$ cat src/hw/rtl/prwg_pkg.sv
// Shared types and constants of the path reference window generator.
package prwg_pkg;

    localparam int PATH_DEPTH    = 1024;
    localparam int IDX_W         = 10;
    localparam int LEN_W         = 11;
    localparam int IPS_W         = 23;
    localparam int SEARCH_WINDOW = 10;
    localparam int HORIZON       = 6;
    localparam int STEP_W        = 3;
    localparam int WIN_W         = 4;
    localparam int ENTRY_W       = 128;
    localparam int IN_TDATA_W    = 240;
    localparam int OUT_TDATA_W   = 144;

    localparam logic REQ_LOAD  = 1'b0;
    localparam logic REQ_QUERY = 1'b1;

    localparam logic [0:0] REG_COURSE_LENGTH   = 1'b0;
    localparam logic [0:0] REG_INDEX_PER_SPEED = 1'b1;

    // Classified item handed from the front part to the back part.
    typedef struct packed {
        logic              is_query;
        logic [IDX_W-1:0]  point_index;
        logic [ENTRY_W-1:0] entry;
        logic [31:0]       vehicle_x;
        logic [31:0]       vehicle_y;
        logic [31:0]       speed_abs;
    } cmd_t;

    typedef enum logic [2:0] {
        ST_IDLE,
        ST_SEARCH,
        ST_MAG,
        ST_ADV,
        ST_READ,
        ST_FETCH,
        ST_EMIT
    } exec_state_t;

endpackage

$ cat src/hw/rtl/prwg_front.sv
// Front part: accepts input transfers, classifies them and unpacks fields.
module prwg_front (
    input  logic                                aclk,
    input  logic                                aresetn,
    input  logic                                s_tvalid,
    output logic                                s_tready,
    input  logic [prwg_pkg::IN_TDATA_W-1:0]     s_tdata,
    input  logic                                s_tuser,
    output logic                                q_valid,
    input  logic                                q_ready,
    output prwg_pkg::cmd_t                      q_cmd
);
    import prwg_pkg::*;

    logic [31:0] vspeed;
    cmd_t        cmd;

    assign vspeed = s_tdata[233:202];

    // Unpack and take the speed magnitude
    always_comb begin
        cmd.is_query    = (s_tuser == REQ_QUERY);
        cmd.point_index = s_tdata[9:0];
        cmd.entry       = s_tdata[137:10];
        cmd.vehicle_x   = s_tdata[169:138];
        cmd.vehicle_y   = s_tdata[201:170];
        cmd.speed_abs   = vspeed[31] ? (32'd0 - vspeed) : vspeed;
    end

    // Two-entry queue toward the back part
    logic [1:0] cnt_reg, cnt_next;
    cmd_t       buf_reg [2];
    logic       rd_ptr_reg, wr_ptr_reg;
    logic       push, pop;

    assign s_tready = (cnt_reg != 2'd2);
    assign push     = s_tvalid && s_tready;
    assign q_valid  = (cnt_reg != 2'd0);
    assign pop      = q_valid && q_ready;
    assign q_cmd    = buf_reg[rd_ptr_reg];

    always_comb begin
        cnt_next = cnt_reg + {1'b0, push} - {1'b0, pop};
    end

    always_ff @(posedge aclk) begin
        if (!aresetn) begin
            cnt_reg    <= 2'd0;
            rd_ptr_reg <= 1'b0;
            wr_ptr_reg <= 1'b0;
        end else begin
            cnt_reg <= cnt_next;
            if (push) wr_ptr_reg <= ~wr_ptr_reg;
            if (pop)  rd_ptr_reg <= ~rd_ptr_reg;
        end
        if (push) begin
            buf_reg[wr_ptr_reg] <= cmd;
        end
    end
endmodule

$ cat config.mk
export PLATFORM = sky130hd
export DESIGN_NAME = prwg_front
export DESIGN_NICKNAME = d
export VERILOG_FILES = /design/src/hw/rtl/prwg_pkg.sv /design/src/hw/rtl/prwg_front.sv
export SDC_FILE = /design/constraint.sdc
export NUM_CORES = 1
export LEC_CHECK = 0
export ABC_AREA = 1
export ABC_CLOCK_PERIOD_IN_PS = 32400
export BUFFER_PORTS_ARGS = -buffer_cell sky130_fd_sc_hd__buf_2
export CAP_MARGIN = 40
export CORE_ASPECT_RATIO = 1.25
export CORE_MARGIN = 8
export CORE_UTILIZATION = 57
export CTS_CLUSTER_SIZE = 28
export DETAILED_ROUTE_END_ITERATION = 8
export PLACE_DENSITY = 0.82
export SLEW_MARGIN = 20
export SYNTH_ARGS = -nofsm -noshare
export SYNTH_HDL_FRONTEND = slang
export SYNTH_SLANG_ARGS = --single-unit
export TNS_END_PERCENT = 5
$ cat constraint.sdc
create_clock -name aclk -period 32.4 [get_ports aclk]
set_input_delay 1.62 -clock aclk [delete_from_list [all_inputs] [get_ports aclk]]
set_output_delay 1.62 -clock aclk [all_outputs]
set_load 0.01 [all_outputs]
# == Word-level counts from Yosys, hierarchy flattened ==
# Memory sizes are Yosys's and may differ from the RTL's. A register that Yosys moved wholly into a read port is not among the register bits.
# Cells that the tools add are included.
# word_totals
ff_bits,4
mem_bits_rw,470
input_bits,245
word_cells,18
memories,1
# classes
n_addsub,3
n_eq_ne,1
mux,5
n_bitwise,2
n_reduce_logical,3
# memory_table
memory,depth,width,read_ports,rd_ports_with_merged_regs,wr,line_no,rtl
buf_reg,2,235,1,1,1,prwg_front.sv:32,cmd_t buf_reg [2];
# ops
cell,count
$mux W32,1
$sub A1 B32 Y32 const A,1
$mux W1,4
$add A2 B1 Y2,1
$logic_and A1 B1 Y1,2
$ne A2 B2 Y1 const B,1
$not A1 Y1,2
$reduce_bool A2 Y1,1
$sub A2 B1 Y2,1

# == Longest topological paths before layout ==
# Gate-level depths: netlist of run 1.
# depth
depth_word,4
depth_mapped,10
ltp_nobuf,10

# == Least setup slack after synthesis of run 1 ==
# Ideal clock, no wire load.
# synth_path
kind,input port to flip-flop
startpoint,input port s_tvalid
endpoint,"memory buf_reg[0][0] in the netlist's numbering, enable pin"
setup_ps,835
arrival_ps,11468
required_ps,31565
path_slack_ps,20097
path_stages,2
path_buffers,0
cell_sequence,nand2_1 > nor2_1
# synth_between
elab_chain_len,3
# synth_lines
element,line_no,rtl
"start, declared",prwg_front.sv:5,"input logic s_tvalid,"
$logic_and A1 B1 Y1,prwg_front.sv:37,assign push = s_tvalid && s_tready;
$mux W1,prwg_front.sv:56,if (push) begin
$mux W1 (implied by the code),prwg_front.sv:57,buf_reg[wr_ptr_reg] <= cmd;
"end, declared",prwg_front.sv:32,
# No other way between the ends.

==> results of run 1 <==
-- worst min-delay path by stage --
stage | from | endpoint | cells past startpoint
after floorplan | rd_ptr_reg | flip-flop | 1
after global placement | rd_ptr_reg | flip-flop | 1
after detailed placement | rd_ptr_reg | flip-flop | 1
after CTS | rd_ptr_reg | flip-flop | 1
after global routing | rd_ptr_reg | flip-flop | 1
final | rd_ptr_reg | flip-flop | 1
-- worst reg2reg max path: stages (launching register included) --
cell and delay [ns]:
dfxtp_1 0.35, inv_1 0.08, nand2_1 0.09, nand2_1 0.19, nor2_4 0.47, buf_12 0.60, buf_4 0.64, buf_16 0.31
-- power groups by stage --
stage                     registers, mW  logic [mW]  clock network, mW
after floorplan                   0.849       0.284                  0
after global placement            0.819       0.429                  0
after detailed placement          0.826       0.440                  0
after CTS                         0.814       0.444              0.520
after global routing              0.821       0.466              0.542
final                             0.814       0.439              0.510
-- cells in the mapped netlist (3+ instances only) --
library cell and instances:
edfxtp_1 470, mux2_4 120, mux2_2 107, nand2_1 90, nor2_1 44, inv_1 29, buf_6 18, nand3_1 15
xor2_1 10, buf_2 9, mux2_1 8, o21ai_0 8, nand2_2 7, nor2_4 7, a21oi_1 6, dfxtp_1 5
xnor2_1 5, nor2_2 4, ha_1 3, nand4_1 3, o21ai_2 3
-- layout make-up --
cell class,count,area (um2),area share
sequential,475,14200,0.617
timing repair buffer,484,2540,0.110
multi-input combinational,445,4170,0.181
inverter,31,118,0.00510
clock inverter,23,225,0.00977
clock buffer,55,1210,0.0523
antenna,20,50.0,0.00217
tap,418,523,0.0227
-- logic make-up (layout without fill, tap and decap cells) --
logic type / after synthesis / count (layout) / synth area share
multiplexers: 235 / 235 / 0.165
other: 0 / 20 / 0
XOR/XNOR: 15 / 15 / 0.00701
buffers and inverters: 60 / 593 / 0.0203
adder cells (fa/ha/maj): 3 / 3 / 0.00200
AO/OA/AOI/OAI: 17 / 17 / 0.00514
AND/OR/NAND/NOR: 175 / 175 / 0.0422
flip-flops: 475 / 475 / 0.758
-- per-layer routing --
metal / vias up / track usage / routed length, um
met1: 5023 / 0.214 / 14300
met4: 4 / 0.103 / 1840
met5: - / 0 / 32
met3: 104 / 0.0722 / 4140
met2: 457 / 0.393 / 23800
li1: 4727 / - / -
-- through the flow --
step	total power, mW	hold WS, ns
floorplan	1.13	0.425
global placement	1.25	0.426
detailed placement	1.27	0.438
CTS	1.78	0.457
global route	1.83	0.484
finish	1.76	0.457
==> results.md, run 1 <==
* GRT Util Overall at 0.215
* CP Capture Type: primary output
* Post-DP HPWL at 31300 um
* CP endpoint: q_cmd[51]
* Max Fclk at 226 MHz
* R2R depth at 7
* Clock Skew at 0.0107 ns
* Int Pwr at 1.28 mW
* Net Sw Frac at 0.271
* Synth Instances at 980
* Leading area contributor after synthesis: edfxtp_1
* DRC at 0
* Clock-pin slew on the worst setup and hold paths at 0.06 ns
* Hold bufs inserted after CTS at 0
* Commonest cells after routing, fill and taps aside: buf_2, edfxtp_1, mux2_4, mux2_2, nand2_1
* Largest net degree at the start of global routing at 158
* Worst vdd ir at 0.000102 V
* Combinational power share at 0.249
* # fillers at 2085
* Mapped cell area at 18700 um2
* 1st-iter DRT viols at 703
* DRT Wirelength at 44100 um
* Final period utilization at 0.137
* Final Slew Violations at 0
* Worst path bufs/invs at 2
* EDFF count, synth at 470
* Maxcap violations at 0
* Top cell type's share of synthesized area at 0.753
* Vias in the first global route at 10800
* Leakage at 8.96 nW
* Worst reg2reg startpoint: cnt_reg[0]
* Syn_area_per_cell at 19.1 um2
* Rel. slew slack at 0.344
* Worst path slowest cell: dfxtp_4
* CP arrival at 2.81 ns
* Clock period minus worst slack at 4.43 ns
* Critical path fanouts, max at 138
* Post-layout util at 0.707
* Critical-path cell list: buf_12 -> mux2_2 -> buf_2
* Worst-margin pin slew at 0.984 ns
* RSZ-0062 raised after global routing: false
* Crit path max-delay family: buffers and inverters
* DIE AREA at 39000 um2
* Post-route ant nets at 0
* Req. time, crit path at 30.78 ns
* CTS max path bufs at 3
* Layout cells sized above 1 at 0.530
* Commonest non-fill, non-tap cell in the layout: buf_2
* Die H at 219 um
* CP Depth at 3
* Starting Density at 0.575
* Psw at 0.478 mW
* Sequential Power Share at 0.462
* Synth Flop Type: edfxtp_1
* Setup Viol. Count Final at 0
* Post-CTS setup buffer count at 0
* Synth warn at 0
* CTS tree: built
* Post-synthesis sequential area ratio at 0.758
* Antenna violations before repair at 22
* Via Count at 10300
* Design area at 23100 um2
* Worst hold path class: reg -> reg
* Crit start category: flip-flop
* DP Area at 21500 um2
* Worst stage delay on the critical path at 0.77 ns
* FF+latch count, synth at 475
* Max reg flops at 470
* CTS Buf Count at 45
* Asr flop ratio synth at 0
* Core area at 32600 um2
* Final hold violation count at 0
* CTS H-tree lvls at 2
* Clk_lat worst skew at 0.54 ns
* Post-Syn Nets at 1228
* I/O Buffers at 475
* First-pass GRT wire length at 62500 um
* Chip Width at 178 um
* Final worst-path setup slack at 27.97 ns
* PwrDens at 76.4 nW/um2
* Fin cells at 1951
* Final GP Congestion at 0.904
* Total I/O pin count at 482
* Cell chosen for the clock root: clkbuf_16
* Crit path kind: reg -> out
* Via/cell ratio at 5.29
* Cts repair resizes at 0
* Setup TNS at 0 ns
* Clock Power Share at 0.289
* Reg2Reg Capture Point: buf_reg[1][146]
* DR pass1 iterations at 5
* Post-Place Cells at 1852
* Wire per inst at 22.6 um
* Row cnt at 74
* Post-place setup slack at 28.14 ns
* GR Overflow Total at 0
* Top post-synthesis cells by area: edfxtp_1, mux2_4, mux2_2
* Status: complete, no violations
* Clock sink total at 475
* Area Growth Syn to Fin at 23.0%
* Fin nets at 1730
* Yosys cell types at 28
* Worst R2R Setup Slack at 29.31 ns
(Power assumes the default switching activity.)
==> inputs of run 2 (changes only) <==
ABC_AREA = 0   (was 1)
ABC_CLOCK_PERIOD_IN_PS = 4600   (was 32400)
CORE_UTILIZATION = 52   (was 57)
PLACE_DENSITY = 0.76   (was 0.82)
clock period = 4.6 ns   (was 32.4 ns; I/O delays follow)
==> run 2 against run 1 <==
Clock skew decreased by 0.0029 ns. Count of clock-buffer cells in the layout increased by 5. Clock power increased to 6.8 times the previous value. Global-route usage increased by 0.34 points. Largest power group unchanged. Highest routed layer is now met4.
==> results.md, run 2 <==
* Status: complete, no violations
* Post-Place Cells at 1735 (-6.3%)
* Final hold violation count at 0 (unchanged)
* Post-route ant nets at 0 (unchanged)
* Crit path kind: in -> reg
* Synth Instances at 855 (-13%)
* GR Overflow Total at 0 (unchanged)
* Post-synthesis sequential area ratio at 0.799 (+0.0407)
* Starting Density at 0.528 (-0.0471)
* Post-DP HPWL at 27500 um (-12%)
* Top-count cell post-synth: edfxtp_1
* Top cell type's share of synthesized area at 0.793 (+0.0404)
* CTS max path bufs at 3 (unchanged)
* Asr flop ratio synth at 0 (unchanged)
* Commonest non-fill, non-tap cell in the layout: buf_2
* Commonest cells after routing, fill and taps aside: buf_2, edfxtp_1, mux2_2, dlygate4sd3_1, clkbuf_16
* Design area at 24200 um2 (+5.1%)
* CP Capture Type: flip-flop
* RSZ-0062 raised after global routing: false
* Post-synth top cells: edfxtp_1, mux2_2, xnor2_1
* GRT Util Overall at 0.218 (+0.00342)
* Post-Syn Nets at 1103 (-10%)
* Wire per inst at 22.8 um (+0.68%)
* Core area at 33700 um2 (+3.4%)
* Row cnt at 75 (+1.4%)
* Layout cells sized above 1 at 0.496 (-0.0341)
* Top post-synthesis cells by area: edfxtp_1, mux2_2, xnor2_1
* Fin nets at 1813 (+4.8%)
* Cell chosen for the clock root: clkbuf_16
* Synth warn at 0 (unchanged)
* Via/cell ratio at 5.30 (+0.24%)
* Combinational power share at 0.254 (+0.005)
* Clock Power Share at 0.284 (-0.005)
* Leakage at 9.00 nW (+0.42%)
* DRC at 0 (unchanged)
* Clock period minus worst slack at 2.47 ns
* CP arrival at 2.74 ns (-0.07 ns)
* 1st-iter DRT viols at 696 (-1.0%)
* Clock Skew at 0.00776 ns (-0.00292 ns)
* Fin cells at 2023 (+3.7%)
* Setup TNS at 0 ns (unchanged)
* DR pass1 iterations at 5 (unchanged)
* Via Count at 10700 (+3.9%)
* Total I/O pin count at 482 (unchanged)
* First-pass GRT wire length at 67800 um (+8.5%)
* Leading area contributor after synthesis: edfxtp_1
* DRT Wirelength at 46100 um (+4.4%)
* Final period utilization at 0.538
* DIE AREA at 40400 um2 (+3.7%)
* Largest net degree at the start of global routing at 93 (-41%)
* Crit start category: input port
* Antenna violations before repair at 3 (-86%)
* Clock sink total at 475 (unchanged)
* DP Area at 20800 um2 (-3.5%)
* Final Slew Violations at 0 (unchanged)
* Syn_area_per_cell at 20.8 um2 (+8.8%)
* Worst hold path class: in -> reg
* CTS Buf Count at 46 (+2.2%)
* Sequential Power Share at 0.463 (about the same)
* Synth Flop Type: edfxtp_1
* Max Fclk at 404 MHz
* CTS tree: built
* Setup Viol. Count Final at 0 (unchanged)
* EDFF count, synth at 470 (unchanged)
* Area Growth Syn to Fin at 36.2%
* PwrDens at 508 nW/um2 (+560%)
* I/O Buffers at 475 (unchanged)
* Maxcap violations at 0 (unchanged)
* Post-CTS setup buffer count at 0 (unchanged)
* Clk_lat worst skew at 0.54 ns (about the same)
* Clock-pin slew on the worst setup and hold paths at 0.06 ns (about the same)
* Critical path fanouts, max at 8 (-94%)
* FF+latch count, synth at 475 (unchanged)
* Yosys cell types at 29 (+3.6%)
* Req. time, crit path at 4.87 ns (-25.91 ns)
* Worst-margin pin slew at 0.834 ns (-0.150 ns)
* CTS H-tree lvls at 2 (unchanged)
* Net Sw Frac at 0.278 (+0.00684)
* Int Pwr at 8.88 mW (+590%)
* Die H at 223 um (+1.8%)
* Max reg flops at 470 (unchanged)
* # fillers at 1915 (-8.2%)
* Chip Width at 181 um (+1.8%)
* Mapped cell area at 17800 um2 (-5.1%)
* Vias in the first global route at 11900 (+9.7%)
* Psw at 3.42 mW (+620%)
* Worst vdd ir at 0.000461 V (+350%)
* Final GP Congestion at 0.816 (-9.7%)
* Rel. slew slack at 0.444 (+0.0997)
## run 2: cell types whose count changed in the layout (fill, tap and decap cells not counted), sizes merged, moves of 10 or more
| cell | before | now |
|---|---|---|
| xnor2 | 5 | 33 |
| nand3 | 17 | 3 |
| dlygate4sd3 | 0 | 205 |
| xor2 | 10 | 0 |
| inv | 31 | 4 |
| o31ai | 0 | 11 |
| diode | 20 | 3 |
| nor2 | 55 | 6 |
| nand2 | 97 | 10 |
## run 2: logic make-up after synthesis
| logic type | share of synthesized area |
|---|---|
| DFF | 0.799 |
| xor gates and xnor gates | 0.0162 |
| and+or+nand+nor | 0.0162 |
| muxes | 0.149 |
| buffers and inverters | 0.00710 |
| AOI/OAI and AO/OA | 0.0107 |
| adders and majority gates | 0.00211 |
## run 2: power by group through the flow
stage	Sequential (mW)	Clock [mW]	Combinational [mW]
4_1_cts	5.68	3.50	3.11
5_1_grt	5.74	3.71	3.30
6_report	5.69	3.49	3.12
2_1_floorplan	5.79	0	1.73
3_3_place_gp	5.77	0	2.85
3_5_place_dp	5.76	0	2.94
## run 2: path summary, 6_finish.rpt
path         cells after the start  slack [ns]         endpoint         start
max                              8        2.13   buf_reg[1][14]  s_tdata[202]
min                              2        0.04   buf_reg[0][23]  s_tdata[225]
max reg2reg                      3        2.38  buf_reg[1][103]    cnt_reg[0]
min reg2reg                      2        0.55        flip-flop    rd_ptr_reg
## run 2: final cells by class
class,count,area [um2],share of cell area
Sequential cell,475,14200,0.587
Timing Repair Buffer,692,4630,0.191
Multi-Input combinational cell,347,3460,0.143
Clock buffer,60,1240,0.0514
Tap cell,423,529,0.0218
Clock inverter,20,124,0.00511
Inverter,3,11.3,0.000465
Antenna cell,3,7.51,0.000310
## run 2: worst max-delay path: stages
cell           delay, ns
dlygate4sd3_1       0.55
buf_2               0.17
inv_1               0.08
ha_1                0.21
nor4b_1             0.44
nand3_1             0.41
o41ai_1             0.50
xnor2_1             0.14
## run 2: timing repair
item,4_1_cts,5_1_grt
hold buffers,205,0
endpoints found under the hold margin,413,0
resized for setup,0,0
## run 2: through the flow
stage / power (mW) / setup slack [ns] / utilization / hold slack, ns
finish: 12.3 / 2.13 / 0.719 / 0.0437
global route: 12.8 / 1.98 / 0.719 / 0.0374
CTS: 12.3 / 2.12 / 0.719 / 0.0167
detailed placement: 8.70 / 2.14 / 0.617 / 0.421
global placement: 8.62 / 2.22 / 0.616 / 0.417
floorplan: 7.52 / -1.97 / - / 0.329
## run 2: routing by layer
layer  GRT usage  routed length, um  vias to the layer above
li1            -                  -                     4812
met1       0.231              15800                     5264
met2       0.400              24500                      534
met3      0.0567               3880                      111
met4       0.102               1930                        0
met5           0                  0                        -
==> inputs of run 3 (changes only) <==
ABC_CLOCK_PERIOD_IN_PS = 2200   (was 4600)
CORE_UTILIZATION = 47   (was 52)
PLACE_DENSITY = 0.73   (was 0.76)
clock period = 2.2 ns   (was 4.6 ns; I/O delays follow)
==> run 3 against run 2 <==
Clock power up 120%. Non-clock buffer count up 50. Global-route usage down 1.7 points. Sequential power up 110%. Register-to-register slack worse by 2.0 ns. Clock skew up 0.012 ns. Count of clock-buffer cells in the layout down 6. Hold slack worse by 0.0099 ns. Largest power group unchanged.
==> results.md, run 3 (synthesis results as in run 2) <==
* Layout cells sized above 1 at 0.499 (+0.00286)
* Clk_lat worst skew at 0.55 ns (about the same)
* Clock period minus worst slack at 2.10 ns
* Total I/O pin count at 482 (unchanged)
* Post-Place Cells at 1818 (+4.8%)
* Clock Skew at 0.0199 ns (+0.0122 ns)
* Clock sink total at 475 (unchanged)
* Worst vdd ir at 0.000811 V (+76%)
* Max Fclk at 477 MHz
* Worst hold path class: in -> reg
* CTS max path bufs at 3 (unchanged)
* Final GP Congestion at 0.804 (-1.5%)
* Critical-path cell list: buf_12 -> mux2_2 -> buf_2
* CTS H-tree lvls at 2 (unchanged)
* CTS tree: built
* Status: complete, no violations
* Final hold violation count at 0 (unchanged)
* Worst stage delay on the critical path at 0.54 ns (about the same)
* CP arrival at 1.99 ns (-0.75 ns)
* Die H at 234 um (+4.8%)
* Crit start category: flip-flop
* Commonest cells after routing, fill and taps aside: buf_2, edfxtp_1, mux2_2, dlygate4sd3_1, clkbuf_16
* DIE AREA at 44400 um2 (+9.8%)
* Fin nets at 1862 (+2.7%)
* Vias in the first global route at 11900 (+0.084%)
* Antenna violations before repair at 5 (+2)
* GR Overflow Total at 0 (unchanged)
* DRT Wirelength at 46300 um (+0.52%)
* Clock-pin slew on the worst setup and hold paths at 0.06 ns (about the same)
* RSZ-0062 raised after global routing: false
* Maxcap violations at 0 (unchanged)
* Crit path kind: reg -> out
* First-pass GRT wire length at 68400 um (+0.90%)
* Chip Width at 190 um (+4.7%)
* Rel. slew slack at 0.637 (+0.193)
* DP Area at 21100 um2 (+1.6%)
* Area Growth Syn to Fin at 40.4%
* Final Slew Violations at 0 (unchanged)
* Crit path max-delay family: flip-flops
* 1st-iter DRT viols at 495 (-29%)
* CP Capture Type: primary output
* Wire per inst at 21.6 um (-4.9%)
* Final worst-path setup slack at 0.104 ns (-2.02 ns)
* Worst-margin pin slew at 0.545 ns (-0.289 ns)
* Max reg flops at 470 (unchanged)
* DR pass1 iterations at 4 (-1)
* Starting Density at 0.477 (-0.0507)
* Via Count at 10800 (+1.1%)
* Leakage at 9.32 nW (+3.5%)
* CTS Buf Count at 45 (-2.2%)
* DRC at 0 (unchanged)
* Cell chosen for the clock root: clkbuf_16
* Worst path slowest cell: dfxtp_4
* Worst path bufs/invs at 2 (-1)
* Largest net degree at the start of global routing at 75 (-19%)
* Post-DP HPWL at 30300 um (+10%)
* Pwr Total at 26.6 mW (+120%)
* GRT Util Overall at 0.201 (-0.0175)
* Setup Viol. Count Final at 0 (unchanged)
* Final period utilization at 0.953
* Row cnt at 79 (+5.3%)
* Post-route ant nets at 0 (unchanged)
* I/O Buffers at 475 (unchanged)
* Post-layout util at 0.671 (-0.0486)
* Design area at 25000 um2 (+3.1%)
* Post-place setup slack at -0.00183 ns (-2.14 ns)
* Core area at 37300 um2 (+11%)
* Commonest non-fill, non-tap cell in the layout: buf_2
* Fin cells at 2139 (+5.7%)
* Via/cell ratio at 5.07 (-4.4%)
* Critical path fanouts, max at 48 (+40)
* PwrDens at 1060 nW/um2 (+110%)
* Req. time, crit path at 2.09 ns (-2.78 ns)
run 3: changes by cell type in the layout (fill, tap and decap cells not counted), sizes merged:
cell         before  now
dlygate4sd3     205  234
buf             487  508
diode             3    5
clkbuf           60   54
bufinv            1    6
clkinv           15   16
inv               4    5
run 3: area by class of cell:
cell class / instances / area (um2)
Clock inverter: 27 / 293
Multi-Input combinational cell: 347 / 3480
Fill cell: 2411 / 12300
Timing Repair Buffer: 742 / 5160
Tap cell: 486 / 608
Inverter: 3 / 11.3
Antenna cell: 5 / 12.5
Sequential cell: 475 / 14200
Clock buffer: 54 / 1200
run 3: metal layers:
| metal | up-vias | wire [um] | share of wire | track usage |
|---|---|---|---|---|
| met1 | 5341 | 15800 | 0.34 | 0.214 |
| met3 | 109 | 3920 | 0.085 | 0.0574 |
| met2 | 474 | 24600 | 0.53 | 0.365 |
| met5 | - | 0 | 0 | 0 |
| met4 | 0 | 1980 | 0.043 | 0.0900 |
| li1 | 4913 | - | - | - |
run 3: where the power goes:
part	internal, mW	leakage [nW]	switching, mW
clock	4.61	0.723	3.25
combinational	3.18	4.16	3.70
sequential	11.5	4.43	0.342
total	19.3	9.32	7.29
run 3: final timing paths:
| kind | start | endpoint | slack (ns) | depth (start not counted) |
|---|---|---|---|---|
| max | flip-flop | q_cmd[196] | 0.10 | 3 |
| min | s_tdata[210] | buf_reg[0][8] | 0.03 | 2 |
| max reg2reg | cnt_reg[1] | cnt_reg[1] | 0.34 | 8 |
| min reg2reg | rd_ptr_reg | flip-flop | 0.57 | 2 |
run 3: per-stage QoR:
stage / setup TNS, ns / hold WS [ns]
2_1_floorplan: -896.97 / 0.209
3_3_place_gp: 0 / 0.298
3_5_place_dp: -0.00365 / 0.301
4_1_cts: -0.794 / 0.000553
5_1_grt: 0 / 0.0180
6_report: 0 / 0.0339
run 3: repair_timing:
action | 4_1_cts | 5_1_grt
setup endpoints to repair | 55 | 138
setup buffers | 0 | 1
resized for setup | 1 | 0
endpoints found under the hold margin | 471 | 0
hold buffers | 234 | 0
